### src/sv/beep_pattern_sequencer_unit_assert.svh
// ----------------------------------------------------------------------------
// Assertion macros for the beep pattern sequencer
// Same-cycle and next-cycle implication checks, disabled during reset.
// ----------------------------------------------------------------------------
`ifndef BEEP_PATTERN_SEQUENCER_UNIT_ASSERT_SVH
`define BEEP_PATTERN_SEQUENCER_UNIT_ASSERT_SVH

// antecedent implies consequent in the same cycle
`define BPS_ASSERT_NOW(name, clk, rstn, ante, cons) \
	name: assert property (@(posedge clk) disable iff (!(rstn)) (ante) |-> (cons)) \
		else $error("bps assertion failed");

// antecedent implies consequent in the next cycle
`define BPS_ASSERT_NEXT(name, clk, rstn, ante, cons) \
	name: assert property (@(posedge clk) disable iff (!(rstn)) (ante) |=> (cons)) \
		else $error("bps assertion failed");

`endif

### src/sv/bps_pkg.sv
// ----------------------------------------------------------------------------
// bps_pkg
// Shared types, widths and helpers of the beep pattern sequencer.
// ----------------------------------------------------------------------------
package bps_pkg;

	localparam int TIME_BITS  = 16;
	localparam int DUR_BITS   = 16;
	localparam int COUNT_BITS = 8;
	localparam int WIDE_BITS  = (TIME_BITS > DUR_BITS) ? TIME_BITS : DUR_BITS;

	localparam logic [WIDE_BITS-1:0] TIME_MAX_W = WIDE_BITS'({TIME_BITS{1'b1}});

	typedef logic [TIME_BITS-1:0]  time_t;
	typedef logic [DUR_BITS-1:0]   dur_t;
	typedef logic [COUNT_BITS-1:0] count_t;

	typedef enum logic [1:0] {
		OP_TICK  = 2'd0,
		OP_BURST = 2'd1,
		OP_CONT  = 2'd2,
		OP_STOP  = 2'd3
	} op_t;

	typedef struct packed {
		op_t    operation;
		count_t beep_count;
		dur_t   tone_ticks;
		dur_t   pause_duration;
	} cmd_item_t;

	// clamp a duration to the timer width
	function automatic time_t fit_time(input dur_t v);
		logic [WIDE_BITS-1:0] wide;
		wide = WIDE_BITS'(v);
		if (wide > TIME_MAX_W) begin
			wide = TIME_MAX_W;
		end
		return time_t'(wide);
	endfunction

endpackage

### src/sv/bps_ifs.sv
// ----------------------------------------------------------------------------
// bps channel interfaces
// Command, response and configuration channels with valid/ready.
// ----------------------------------------------------------------------------
interface bps_cmd_if
	import bps_pkg::*;
();
	logic   valid;
	logic   ready;
	op_t    operation;
	count_t beep_count;
	dur_t   tone_ticks;
	dur_t   pause_duration;

	modport source (output valid, operation, beep_count, tone_ticks, pause_duration,
		input ready);
	modport sink (input valid, operation, beep_count, tone_ticks, pause_duration,
		output ready);
endinterface

interface bps_rsp_if
	import bps_pkg::*;
();
	logic   valid;
	logic   ready;
	logic   buzzer_level;
	logic   playing;
	count_t remaining_beeps;

	modport source (output valid, buzzer_level, playing, remaining_beeps, input ready);
	modport sink (input valid, buzzer_level, playing, remaining_beeps, output ready);
endinterface

interface bps_cfg_if;
	logic valid;
	logic ready;
	logic active_high;

	modport source (output valid, active_high, input ready);
	modport sink (input valid, active_high, output ready);
endinterface

### src/sv/bps_cmd_stage.sv
// ----------------------------------------------------------------------------
// bps_cmd_stage
// Input register: captures one command beat and holds it until the engine
// takes it. Refills in the same cycle the held beat is taken.
// ----------------------------------------------------------------------------
module bps_cmd_stage
	import bps_pkg::*;
(
	input  logic       clk,
	input  logic       arst_n,
	bps_cmd_if.sink    cmd,
	input  logic       take,
	output logic       item_valid,
	output cmd_item_t  item
);

	logic      valid_s1;
	cmd_item_t item_s1;

	assign cmd.ready  = !valid_s1 || take;
	assign item_valid = valid_s1;
	assign item       = item_s1;

	always_ff @(posedge clk or negedge arst_n) begin
		if (!arst_n) begin
			valid_s1 <= 1'b0;
		end else if (cmd.ready) begin
			valid_s1 <= cmd.valid;
		end
	end

	always_ff @(posedge clk) begin
		if (cmd.valid && cmd.ready) begin
			item_s1.operation      <= cmd.operation;
			item_s1.beep_count     <= cmd.beep_count;
			item_s1.tone_ticks     <= cmd.tone_ticks;
			item_s1.pause_duration <= cmd.pause_duration;
		end
	end

endmodule

### src/sv/bps_engine.sv
// ----------------------------------------------------------------------------
// bps_engine
// Pattern state and its combinational update; writes the result register.
// ----------------------------------------------------------------------------
`include "beep_pattern_sequencer_unit_assert.svh"

module bps_engine
	import bps_pkg::*;
(
	input  logic       clk,
	input  logic       arst_n,
	input  logic       item_valid,
	input  cmd_item_t  item,
	input  logic       active_high,
	output logic       take,
	bps_rsp_if.source  rsp
);

	typedef enum logic [1:0] {
		PH_IDLE = 2'd0,
		PH_BEEP = 2'd1,
		PH_GAP  = 2'd2
	} phase_t;

	phase_t phase_q, phase_n;
	time_t  elapsed_q, elapsed_n, elapsed_inc;
	count_t total_q, total_n;
	count_t done_q, done_n, done_inc;
	time_t  sound_q, sound_n;
	time_t  gap_q, gap_n;
	logic   cont_q, cont_n;

	logic   rsp_valid_q;
	logic   level_q;
	logic   playing_q;
	count_t remain_q;
	logic   fire;

	assign take = !rsp_valid_q || rsp.ready;
	assign fire = item_valid && take;

	assign rsp.valid           = rsp_valid_q;
	assign rsp.buzzer_level    = level_q;
	assign rsp.playing         = playing_q;
	assign rsp.remaining_beeps = remain_q;

	assign elapsed_inc = (elapsed_q == '1) ? elapsed_q : elapsed_q + time_t'(1);
	assign done_inc    = done_q + count_t'(1);

	always_comb begin
		phase_n   = phase_q;
		elapsed_n = elapsed_q;
		total_n   = total_q;
		done_n    = done_q;
		sound_n   = sound_q;
		gap_n     = gap_q;
		cont_n    = cont_q;
		unique case (item.operation)
			OP_TICK: begin
				if (phase_q == PH_BEEP) begin
					elapsed_n = elapsed_inc;
					if (cont_q) begin
						// zero length plays forever
						if (sound_q != '0 && elapsed_inc >= sound_q) begin
							phase_n = PH_IDLE;
							cont_n  = 1'b0;
						end
					end else if (elapsed_inc >= sound_q) begin
						done_n = done_inc;
						if (done_inc >= total_q) begin
							phase_n = PH_IDLE;
						end else begin
							phase_n   = PH_GAP;
							elapsed_n = '0;
						end
					end
				end else if (phase_q == PH_GAP) begin
					elapsed_n = elapsed_inc;
					if (elapsed_inc >= gap_q) begin
						phase_n   = PH_BEEP;
						elapsed_n = '0;
					end
				end
			end
			OP_BURST: begin
				if (item.beep_count != '0) begin
					total_n   = item.beep_count;
					done_n    = '0;
					sound_n   = fit_time(item.tone_ticks);
					gap_n     = fit_time((item.pause_duration != '0) ?
						item.pause_duration : item.tone_ticks);
					cont_n    = 1'b0;
					phase_n   = PH_BEEP;
					elapsed_n = '0;
				end
			end
			OP_CONT: begin
				sound_n   = fit_time(item.tone_ticks);
				cont_n    = 1'b1;
				phase_n   = PH_BEEP;
				elapsed_n = '0;
			end
			OP_STOP: begin
				phase_n = PH_IDLE;
				cont_n  = 1'b0;
			end
			default: begin
				phase_n = phase_q;
			end
		endcase
	end

	always_ff @(posedge clk or negedge arst_n) begin
		if (!arst_n) begin
			phase_q     <= PH_IDLE;
			elapsed_q   <= '0;
			total_q     <= '0;
			done_q      <= '0;
			sound_q     <= '0;
			gap_q       <= '0;
			cont_q      <= 1'b0;
			rsp_valid_q <= 1'b0;
		end else begin
			if (fire) begin
				phase_q   <= phase_n;
				elapsed_q <= elapsed_n;
				total_q   <= total_n;
				done_q    <= done_n;
				sound_q   <= sound_n;
				gap_q     <= gap_n;
				cont_q    <= cont_n;
			end
			if (take) begin
				rsp_valid_q <= item_valid;
			end
		end
	end

	always_ff @(posedge clk) begin
		if (fire) begin
			level_q   <= (phase_n == PH_BEEP) ? active_high : !active_high;
			playing_q <= (phase_n != PH_IDLE);
			remain_q  <= cont_n ? '0 : total_n - done_n;
		end
	end

	`BPS_ASSERT_NOW(a_cont_only_beeping, clk, arst_n, cont_q, phase_q == PH_BEEP)
	`BPS_ASSERT_NOW(a_gap_has_beeps_left, clk, arst_n, phase_q == PH_GAP,
		!cont_q && (done_q < total_q))
	`BPS_ASSERT_NEXT(a_fire_gives_rsp, clk, arst_n, fire, rsp_valid_q)

endmodule

### src/sv/beep_pattern_sequencer_unit.sv
// ----------------------------------------------------------------------------
// beep_pattern_sequencer_unit
// Buzzer beep pattern sequencer: ticks, bursts, continuous play and stop.
// ----------------------------------------------------------------------------
// Takes one command beat per cycle while the response side is ready and
// returns one response beat per command: the beat is held in the input
// register, then passes the combinational state update that writes the
// result register. The throughput is set by the pattern state loop in
// bps_engine, a saturating increment and compare per beat.
// The active_high register (reset 1) is written through cfg; ready is
// always high there, and a write is meant to land while no command is in
// flight. Durations are in ticks, one tick per tick command.
module beep_pattern_sequencer_unit
	import bps_pkg::*;
(
	input  logic      clk,
	input  logic      arst_n,
	bps_cmd_if.sink   cmd,
	bps_rsp_if.source rsp,
	bps_cfg_if.sink   cfg
);

	logic      active_high_q;
	logic      item_valid;
	cmd_item_t item;
	logic      take;

	assign cfg.ready = 1'b1;

	always_ff @(posedge clk or negedge arst_n) begin
		if (!arst_n) begin
			active_high_q <= 1'b1;
		end else if (cfg.valid && cfg.ready) begin
			active_high_q <= cfg.active_high;
		end
	end

	bps_cmd_stage u_cmd_stage (
		.clk        (clk),
		.arst_n     (arst_n),
		.cmd        (cmd),
		.take       (take),
		.item_valid (item_valid),
		.item       (item)
	);

	bps_engine u_engine (
		.clk         (clk),
		.arst_n      (arst_n),
		.item_valid  (item_valid),
		.item        (item),
		.active_high (active_high_q),
		.take        (take),
		.rsp         (rsp)
	);

endmodule

### src/flat_wrapper.sv
// flat-port wrapper written by rule: the top's interface ports become plain ports
module beep_pattern_sequencer_unit_flat import bps_pkg::*;
  (clk, arst_n, cmd_valid, cmd_operation, cmd_beep_count, cmd_tone_ticks, cmd_pause_duration, cmd_ready, rsp_valid, rsp_buzzer_level, rsp_playing, rsp_remaining_beeps, rsp_ready, cfg_valid, cfg_active_high, cfg_ready);
  bps_cmd_if cmd_i ();
  bps_rsp_if rsp_i ();
  bps_cfg_if cfg_i ();
  input  logic clk;
  input  logic arst_n;
  input wire logic [$bits(cmd_i.valid)-1:0] cmd_valid;
  input wire logic [$bits(cmd_i.operation)-1:0] cmd_operation;
  input wire logic [$bits(cmd_i.beep_count)-1:0] cmd_beep_count;
  input wire logic [$bits(cmd_i.tone_ticks)-1:0] cmd_tone_ticks;
  input wire logic [$bits(cmd_i.pause_duration)-1:0] cmd_pause_duration;
  output wire logic [$bits(cmd_i.ready)-1:0] cmd_ready;
  output wire logic [$bits(rsp_i.valid)-1:0] rsp_valid;
  output wire logic [$bits(rsp_i.buzzer_level)-1:0] rsp_buzzer_level;
  output wire logic [$bits(rsp_i.playing)-1:0] rsp_playing;
  output wire logic [$bits(rsp_i.remaining_beeps)-1:0] rsp_remaining_beeps;
  input wire logic [$bits(rsp_i.ready)-1:0] rsp_ready;
  input wire logic [$bits(cfg_i.valid)-1:0] cfg_valid;
  input wire logic [$bits(cfg_i.active_high)-1:0] cfg_active_high;
  output wire logic [$bits(cfg_i.ready)-1:0] cfg_ready;
  assign cmd_i.valid = cmd_valid;
  assign cmd_i.operation = cmd_operation;
  assign cmd_i.beep_count = cmd_beep_count;
  assign cmd_i.tone_ticks = cmd_tone_ticks;
  assign cmd_i.pause_duration = cmd_pause_duration;
  assign cmd_ready = cmd_i.ready;
  assign rsp_valid = rsp_i.valid;
  assign rsp_buzzer_level = rsp_i.buzzer_level;
  assign rsp_playing = rsp_i.playing;
  assign rsp_remaining_beeps = rsp_i.remaining_beeps;
  assign rsp_i.ready = rsp_ready;
  assign cfg_i.valid = cfg_valid;
  assign cfg_i.active_high = cfg_active_high;
  assign cfg_ready = cfg_i.ready;
  beep_pattern_sequencer_unit u_core (.clk(clk), .arst_n(arst_n), .cmd(cmd_i), .rsp(rsp_i), .cfg(cfg_i));
endmodule
### config.mk
export PLATFORM = sky130hd
export DESIGN_NAME = beep_pattern_sequencer_unit_flat
export DESIGN_NICKNAME = d
export VERILOG_FILES = /design/src/sv/bps_pkg.sv /design/src/sv/bps_ifs.sv /design/src/sv/bps_cmd_stage.sv /design/src/sv/bps_engine.sv /design/src/sv/beep_pattern_sequencer_unit.sv /design/src/flat_wrapper.sv
export VERILOG_INCLUDE_DIRS = /design/src /design/src/sv
export SDC_FILE = /design/constraint.sdc
export NUM_CORES = 1
export LEC_CHECK = 0
export ABC_AREA = 0
export BUFFER_PORTS_ARGS = -buffer_cell sky130_fd_sc_hd__buf_2
export CAP_MARGIN = 30
export CELL_PAD_IN_SITES_DETAIL_PLACEMENT = 1
export CELL_PAD_IN_SITES_GLOBAL_PLACEMENT = 1
export CORE_ASPECT_RATIO = 0.9
export CORE_MARGIN = 3
export CORE_UTILIZATION = 43
export CTS_CLUSTER_DIAMETER = 200
export DETAILED_ROUTE_END_ITERATION = 6
export PLACE_DENSITY_LB_ADDON = 0.3
export SLEW_MARGIN = 20
export SYNTH_ARGS = -nofsm -noshare
export SYNTH_HDL_FRONTEND = slang
export SYNTH_SLANG_ARGS = --single-unit
export TNS_END_PERCENT = 30
### constraint.sdc
create_clock -name clk -period 5 [get_ports clk]
set_input_delay 0.5 -clock clk [delete_from_list [all_inputs] [get_ports clk]]
set_output_delay 0.5 -clock clk [all_outputs]
set_load 0.01 [all_outputs]
# After elaboration in Yosys (flattened, before gate mapping)
# Index checks and enable logic that the tools add are counted.
# op_classes
eq_ne	9
add_sub_neg	3
div_mod_pow	0
magnitude_cmp	5
n_mux	36
shifts	0
reduce_logical	18
n_mul	0
bitwise_logic	0
# ops
op	count
two-way mux 16 bit	12
two-way mux 8 bit	6
case mux 16 bit (3 select lines)	1
greater-or-equal comparator 16 bit	2
greater-than comparator 16 bit (second input constant)	2
case mux 16 bit (2 select lines)	1
nonzero test 16 bit	2
adder 16 x 1 -> 16 bit (second input constant)	1
equality test 16 bit (second input constant)	1
two-way mux 2 bit	8
case mux 8 bit (2 select lines)	1
adder 8 x 1 -> 8 bit (second input constant)	1
greater-or-equal comparator 8 bit	1
case mux 2 bit (4 select lines)	1
nonzero test 8 bit	1
subtractor 8 bit	1
equality test 2 x 1 -> 1 bit (second input constant)	3
equality test 2 bit (second input constant)	3
AND reduction 3 bit	2
two-way mux 1 bit	5
case mux 1 bit (4 select lines)	1
AND reduction 4 bit	1
nonzero test 2 bit	2
logical AND 1 bit	3
other kinds (6)	9
# totals
output_inout_bits	13
inputBits	48
word_cells	88
mem_bits_rw	0
mem_bits_ro	0
latchBits	0
reg_bits	122
mem_count	0

# Depth between registers and ports, before layout
# Gate-level depths: netlist (run 1).
# depth
word_depth	10
ltp_mapped	25
depth_no_buf	25

# Cells and area by module
# A second synthesis (run 1) with hierarchy kept.
# unflattened
hier_cells	621
hier_area_um2	6683.9
# modules_own_cells
mod	seq_area_each_um2	cells_each	instances	area_per_inst_um2
bps_engine	2001.9	571	1	5316.3
bps_cmd_stage	1286.2	46	1	1315.0
beep_pattern_sequencer_unit	26.3	4	1	52.6

# Least setup slack after synthesis (run 1)
# No wires, ideal clock.
# synth_path
kind	reg2reg
from	register u_core.u_engine.elapsed_q[0]
to	register u_core.u_engine.remain_q[6] (netlist: u_core.u_engine.rsp.remaining_beeps[6]) (data pin)
path_buffers	2
setup_ns	0.256
path_slack_ns	-0.152
stages_incl_launch_ff	25
synth_period_minus_slack_ns	5.152
arrival_ns	4.896
required_ns	4.744
cell_sequence	dfrtp_1 -> ha_1 -> and2_1 -> and4_1 -> and4_1 -> nand2b_2 -> buf_2 -> mux2i_1 -> inv_1 -> ha_1 -> a2111oi_4 -> o311ai_4 -> o211a_4 -> buf_8 -> o21bai_1 -> mux2_2 -> ha_1 -> inv_1 -> fa_1 -> a21oi_1 -> o21bai_1 -> a21o_1 -> a21oi_1 -> xor2_1 -> nor2_1
# synth_between
elab_chain_len	8
word_cells_on_any_way	14
cone_classes	add/sub (2); order compare (1); eq/ne (1); mux (9); reduce/logical (1)
# synth_lines
element	line_no	text
start: declaration	bps_engine.sv:26	time_t elapsed_q, elapsed_n, elapsed_inc;
start signal: assignment	bps_engine.sv:126	elapsed_q <= elapsed_n;
adder 16 x 1 -> 16 bit or equality test 16 bit (tied branches)	bps_engine.sv:47	assign elapsed_inc = (elapsed_q == '1) ? elapsed_q : elapsed_q + time_t'(1);
two-way mux 16 bit (*)	bps_engine.sv:47	
greater-or-equal comparator 16 bit (*)	bps_engine.sv:68	end else if (elapsed_inc >= sound_q) begin
two-way mux 8 bit (*)	bps_engine.sv:68	
two-way mux 8 bit (*)	bps_engine.sv:62	if (cont_q) begin
two-way mux 8 bit (*)	bps_engine.sv:60	if (phase_q == PH_BEEP) begin
case mux 8 bit (2 select lines) (*)	bps_engine.sv:58	unique case (item.operation)
via u_core.u_engine.done_n[0]	bps_engine.sv:28	count_t done_q, done_n, done_inc;
subtractor 8 bit (*)	bps_engine.sv:143	remain_q <= cont_n ? '0 : total_n - done_n;
end signal: assignment	bps_engine.sv:143	
end: declaration	bps_engine.sv:36	count_t remain_q;
# Mark *: on every way through the listed nets, which the timed path passes. The rest lies on a longest branch.
# A chain may end at the register's enable or synchronous reset.

# Worst setup path after layout (run 1)
# layout_path
from	register u_core.u_engine.elapsed_q[1]
to	register u_core.u_engine.remain_q[6] (netlist: u_core.u_engine.rsp.remaining_beeps[6]) (data pin)
# The elaborated chain is that of the path after synthesis.

==> metrics.txt, run 1 <==
setup TNS=-0.0102 ns; # IOs=61; vias post-DR=5350; Sink Count=122; Tot GR Track Use=0.234; clock-pin slew on the worst setup and hold paths=about 0.06 ns; Final ANT Viol Nets=0; most frequent cell after synthesis=dfrtp_1; clock period minus worst slack=5.01 ns; CTS tree=done; port buffer count=59; ys flop type=dfrtp_1; Max Buffers Root-to-Sink=2; H-tree levels=4; Sw Pwr=between 1 and 1.5 mW; Pint=2.25 mW; vias in the first global route=around 5800; Max Slew Vio Count=0; drc violations=0; Final #Nets=839; Tot Pwr=3.33 mW; P per Cell Area=approximately 390 nW/um^2; post-synth net total=roughly 720; proportion of layout cells with a drive suffix above 1=0.303; Mapped Area=between 6000 and 7000 sq um; Avg Cell Area, Syn=~11 sq um; Ys Warns=0; final HPWL from detailed placement=approximately 14000 microns; row count=42; Comb pwr share=0.258; mux cell area share after synthesis=0.0423; compound-cell area share of the yosys netlist=0.156; fraction of synthesis flops using an asynchronous set or reset pin=0.574; FMAX=about 200 MHz; Yosys top cell by area=dfrtp_1; Post-synth EDFFs=52; post-synth top area share=0.254; antenna violations before repair=0; routed wire length=19700 microns; total CTS buffers=17; max cap viols=0; Cell Area, Placed=between 7000 and 8000 sq um; Yosys reg bits=around 120; worst vdd ir=0.341 mV; RSZ-0062 raised after global routing=yes; Commonest cells post-synth=dfrtp_1, ha_1, inv_1; Slew headroom=0.383; data arrival time of the worst path=about 5.2 ns; Seq/Total Area, Yosys=0.487; # diodes=0; starting density of the core=0.451; final setup violation count=1; Worst setup SP type=flip-flop; XOR/XNOR Fraction of Synth Area=0.0322; Reg power frac=0.399; Netlist cell types=70; gr ovfl total=0; Synth Instances=618; Synth area leaders=dfrtp_1, edfxtp_1, ha_1, inv_1, mux2_2; Synth Area in Simple Gates=0.131; die width=around 140 microns; Crit. End Element=flip-flop; status=finished, violations left; final worst slack=-0.0102 ns; Layout area overhead=24.3%; DR iter-0 viols=approximately 360; Clk pwr share=0.344; largest family of logic cells by synthesized area=compound AO/OA/AOI/OAI gates; final instance area=~8500 sq um; pin count of the biggest net entering global routing=71; CP Class=reg -> reg; Util after Layout=0.561; Worst R2R End=u_core.u_engine.rsp.remaining_beeps[6]; Initial DRT Pass Iterations=4; Tcrit/Tclk final=1.00; Core Region=around 15000 sq um; Least-Margin Pin Slew=~0.92 ns; LEAKAGE=between 3 and 4 nW; Hold Vio Cnt, Final=0; Final Skew=0.0102 ns; via/cell ratio=5.66; total die area=~17000 sq um; sw frac=0.324; clk root buf=clkbuf_16; worst skew pair latency=between 0.4 and 0.5 ns; global-route wire length before repair=32100 microns; Crit path required time=5.17 ns; Post-Place Setup Slack=-0.319 ns; adder and majority gate portion of the synthesized area=0.104; GPL Wtd Cong=approximately 0.91; R2R cell count=24; worst r2r src=u_core.u_engine.elapsed_q[1]; die height=125 microns; WL per Instance=20.8 microns; FF-to-FF setup slack=-0.01 ns; min-delay worst type=in -> async; failing checks=negative setup slack; crit-path max FO=5
placed cells by master, fill, tap and decap left out, drive strengths merged, types with 18 or more instances in the layout:
cell,netlist,layout
inv,55,61
a21oi,35,35
buf,6,120
nor2,20,20
clkbuf,16,19
ha,55,55
a211oi,18,18
nand2,51,51
xnor2,20,20
edfxtp,52,52
o21ai,34,34
mux2,19,19
dfrtp,69,69
state kept, by name (all words and copies together) (netlist names):
| register | flops |
|---|---|
| u_core.active_high_q | 1 |
| u_core.u_cmd_stage.item | 42 |
| u_core.u_cmd_stage.item_valid | 1 |
| u_core.u_engine.cont_q | 1 |
| u_core.u_engine.done_q | 8 |
| u_core.u_engine.elapsed_q | 16 |
| u_core.u_engine.gap_q | 16 |
| u_core.u_engine.phase_q | 2 |
| u_core.u_engine.rsp.buzzer_level | 1 |
| u_core.u_engine.rsp.playing | 1 |
| u_core.u_engine.rsp.remaining_beeps | 8 |
| u_core.u_engine.rsp.valid | 1 |
| u_core.u_engine.sound_q | 16 |
| u_core.u_engine.total_q | 8 |
worst max-delay path by stage:
stage	cells after the start	to	slack [ns]	start
final	24	u_core.u_engine.rsp.remaining_beeps[6]	-0.01	u_core.u_engine.elapsed_q[1]
after global routing	25	u_core.u_engine.rsp.remaining_beeps[7]	-0.24	u_core.u_engine.elapsed_q[1]
after floorplan	25	u_core.u_engine.rsp.remaining_beeps[7]	0.008	u_core.u_engine.elapsed_q[0]
after CTS	23	u_core.u_engine.rsp.remaining_beeps[6]	0.002	u_core.u_engine.elapsed_q[4]
after detailed placement	24	u_core.u_engine.rsp.remaining_beeps[7]	-0.32	u_core.u_engine.elapsed_q[0]
after global placement	25	u_core.u_engine.rsp.remaining_beeps[7]	0.05	u_core.u_engine.elapsed_q[0]
cell families after synthesis:
kind of cell	after synthesis
buf+inv	77
compound gates	148
simple gates	163
fa+ha+maj	56
flops	122
mux	26
xor+xnor	25
other cells	1
area by class of cell:
type,count,area (sq um)
Multi-Input combinational cell,419,3350
Fill cell,1565,6630
Timing Repair Buffer,120,797
Tap cell,198,248
Clock buffer,19,433
Sequential cell,122,3310
Inverter,55,206
Clock inverter,13,113
through the flow:
step	hold WS [ns]	std cells
final	0.119	946
after CTS	0.233	938
after global routing	0.144	946
after floorplan	0.204	618
after detailed placement	0.507	900
after global placement	0.496	900
power groups by stage:
stage,registers [mW],clock network (mW),logic (mW)
final,1.33,1.14,0.857
after floorplan,1.31,0,0.498
after detailed placement,1.33,0,0.771
after global placement,1.32,0,0.712
after CTS,1.32,1.16,0.814
after global routing,1.34,1.22,0.941
routing by layer:
layer,part of all wire,vias to the layer above,GRT usage,wire [microns]
met5,0,-,0,0
met4,0.018,0,0.0802,355
met3,0.037,27,0.0412,733
met2,0.48,129,0.383,9470
met1,0.46,2708,0.315,9150
li1,-,2486,-,-
critical path: stages (launching register included):
cell and delay (ns):
dfrtp_1 0.39, ha_2 0.19, and2_4 0.15, and4_4 0.17
and4_4 0.19, nand2b_4 0.11, buf_6 0.12, nand4_1 0.16
xnor2_2 0.20, ha_1 0.32, nand2_2 0.07, or3_4 0.36
o311ai_4 0.38, o21ai_4 0.12, nor3_4 0.21, mux2_4 0.22
ha_4 0.14, inv_2 0.04, fa_2 0.36, a21oi_2 0.15
o21bai_1 0.10, a21o_1 0.22, a21oi_2 0.16, xor2_1 0.17
nor2_1 0.06
repair_timing:
item,in CTS,in global routing
hold buffers,0,0
setup endpoints to repair,3,5
gates resized for setup,23,21
hold endpoints to repair,0,0
pin swaps,15,24
buffers inserted,6,6
No activity file was read; power rests on OpenSTA's default activity.
==> run 2: changes to the inputs <==
--- a/config.mk
+++ b/config.mk
@@ -7,15 +7,15 @@
 export NUM_CORES = 1
 export LEC_CHECK = 0
 export ABC_AREA = 0
-export BUFFER_PORTS_ARGS = -buffer_cell sky130_fd_sc_hd__buf_2
 export CAP_MARGIN = 30
 export CELL_PAD_IN_SITES_DETAIL_PLACEMENT = 1
 export CELL_PAD_IN_SITES_GLOBAL_PLACEMENT = 1
 export CORE_ASPECT_RATIO = 0.9
 export CORE_MARGIN = 3
-export CORE_UTILIZATION = 43
+export CORE_UTILIZATION = 46
 export CTS_CLUSTER_DIAMETER = 200
 export DETAILED_ROUTE_END_ITERATION = 6
+export DONT_BUFFER_PORTS = 1
 export PLACE_DENSITY_LB_ADDON = 0.3
 export SLEW_MARGIN = 20
 export SYNTH_ARGS = -nofsm -noshare
==> constraint.sdc (replaced) <==
create_clock -name clk -period 5 [get_ports clk]
set_input_delay 0.75 -clock clk [delete_from_list [all_inputs] [get_ports clk]]
set_output_delay 0.75 -clock clk [all_outputs]
set_load 0.01 [all_outputs]
==> metrics.txt, run 2 (synthesis gave the netlist of run 1 again) <==
status=finished, violations left; failing checks=negative setup slack; pin count of the biggest net entering global routing=71 (unchanged); most frequent cells in the layout=dfrtp_1, buf_4, inv_1; Cell Area, Placed=7270 sq um (-4.5%); die width=134 microns (-3.2%); antenna violations before repair=0 (unchanged); FMAX=191 MHz (-4.2%); final instance area=8280 sq um (-2.1%); worst skew pair latency=0.42 ns (about the same); Initial DRT Pass Iterations=5 (+1); Sink Count=122 (unchanged); drc violations=0 (unchanged); Final #Nets=788 (-6.1%); setup TNS=-0.381 ns (-0.370 ns); Worst setup SP type=flip-flop; Hold Vio Cnt, Final=0 (unchanged); min-delay worst type=in -> async; # diodes=0 (unchanged); Slew headroom=0.361 (-0.0215); commonest non-fill, non-tap cell in the layout=dfrtp_1; total CTS buffers=17 (unchanged); row count=41 (-2.4%); total die area=16300 sq um (-6.2%); worst vdd ir=0.510 mV (+50%); routed wire length=20200 microns (+2.5%); LEAKAGE=3.67 nW (-3.0%); clk root buf=clkbuf_16; crit-path max FO=7 (+2); final HPWL from detailed placement=12900 microns (-7.2%); Worst R2R End=u_core.u_engine.rsp.remaining_beeps[7]; R2R cell count=26 (+8.3%); die height=121 microns (-3.2%); Tot GR Track Use=0.245 (+0.0119); worst r2r src=u_core.u_engine.elapsed_q[1]; GPL Wtd Cong=0.905 (-0.88%); vias post-DR=5230 (-2.2%); Crit. End Element=flip-flop; vias in the first global route=5615 (-3.4%); clock period minus worst slack=5.23 ns (+0.220 ns); Least-Margin Pin Slew=0.948 ns (+0.0319 ns); critical path's slowest cell=dfrtp_1; final setup violation count=3 (+2); Layout area overhead=21.7%; # IOs=61 (unchanged); CP Class=reg -> reg; Core Region=14300 sq um (-5.4%); global-route wire length before repair=30500 microns (-5.0%); clock-pin slew on the worst setup and hold paths=0.07 ns (about the same); RSZ-0062 raised after global routing=yes; max cap viols=0 (unchanged); DR iter-0 viols=456 (+27%); Max Slew Vio Count=0 (unchanged); max reg flops=42 (unchanged); data arrival time of the worst path=5.41 ns (+0.23 ns); via/cell ratio=5.88 (+3.9%); WL per Instance=22.7 microns (+9.0%); H-tree levels=4 (unchanged); proportion of layout cells with a drive suffix above 1=0.258 (-0.0452); Tcrit/Tclk final=1.05 (+0.0440); CTS tree=done; final worst slack=-0.230 ns (-0.220 ns); worst stage delay on the critical path=0.39 ns (about the same); Final Skew=0.0120 ns (+0.00180 ns); starting density of the core=0.477 (+0.0260); Max Buffers Root-to-Sink=2 (unchanged); Crit path required time=5.18 ns (about the same); gr ovfl total=0 (unchanged); P per Cell Area=405 nW/um^2 (+2.9%); Final ANT Viol Nets=0 (unchanged); Fill cells=1492 (-4.7%); port buffer count=0 (-100%); FF-to-FF setup slack=-0.23 ns (-0.22 ns)
[run 2: cell types whose count changed in the layout (fill, tap and decap cells not counted), moves of 2 or more]
cell,before,now
a22oi_1,6,4
a22oi_2,1,3
buf_2,59,0
buf_4,56,66
buf_6,3,1
clkbuf_1,2,0
clkinvlp_4,3,1
inv_8,1,4
nand2_2,3,1
o21ai_2,4,2
xnor2_1,18,14
xnor2_2,2,6
[run 2: timing repair]
item | in CTS | in global routing
pin swaps | 23 | 20
hold endpoints to repair | 0 | 24
gates resized for setup | 33 | 13
hold buffers | 0 | 1
setup endpoints to repair | 3 | 5
setup buffers | 14 | 11
[run 2: routing by layer]
metal | wire, microns | share of wire | global-route usage
met5 | 0 | 0 | 0
met4 | 401 | 0.020 | 0.0763
met3 | 984 | 0.049 | 0.0634
met2 | 9760 | 0.48 | 0.399
met1 | 9070 | 0.45 | 0.324
[run 2: cell type report]
type | instances | area, sq um | area share
Multi-Input combinational cell | 419 | 3410 | 0.411
Clock inverter | 15 | 131 | 0.0159
Sequential cell | 122 | 3310 | 0.400
Inverter | 55 | 206 | 0.0249
Timing Repair Buffer | 69 | 554 | 0.0669
Clock buffer | 17 | 425 | 0.0514
Tap cell | 193 | 241 | 0.0292
[run 2: worst max path at each step]
stage	slack (ns)	to	start
global placement	0.06	u_core.u_engine.rsp.remaining_beeps[7]	u_core.u_engine.elapsed_q[0]
finish	-0.23	u_core.u_engine.rsp.remaining_beeps[7]	u_core.u_engine.elapsed_q[1]
detailed placement	-0.30	u_core.u_engine.rsp.remaining_beeps[7]	u_core.u_engine.elapsed_q[0]
floorplan	0.008	u_core.u_engine.rsp.remaining_beeps[7]	u_core.u_engine.elapsed_q[0]
global route	-0.41	u_core.u_engine.rsp.remaining_beeps[7]	u_core.u_engine.elapsed_q[1]
CTS	0.007	u_core.u_engine.rsp.remaining_beeps[6]	u_core.u_engine.elapsed_q[1]
[run 2: power by group]
group / internal (mW) / total [mW] / switching (mW)
Combinational: 0.386 / 0.839 / 0.453
Sequential: 1.21 / 1.34 / 0.133
Clock: 0.653 / 1.17 / 0.519
Total: 2.25 / 3.35 / 1.10
[run 2: through the flow]
step / std cells / total power [mW] / hold slack (ns) / utilization / setup WS, ns
3_5_place_dp: 831 / 2.05 / 0.458 / 0.510 / -0.299
2_1_floorplan: 618 / 1.81 / 0.454 / - / 0.00768
3_3_place_gp: 831 / 1.99 / 0.458 / 0.510 / 0.0611
5_1_grt: 890 / 3.51 / 0.00789 / 0.581 / -0.406
6_report: 890 / 3.35 / 0.0277 / 0.581 / -0.230
4_1_cts: 877 / 3.28 / 0.00438 / 0.567 / 0.00701
[run 2: worst max-delay path: cells and delay by family (launching register included)]
kind            cells  cell delay, ns
buf+inv             2            0.31
simple gates       10            1.50
fa+ha+maj           3            0.68
xor+xnor            3            0.51
compound gates      8            1.58
flops               1            0.39
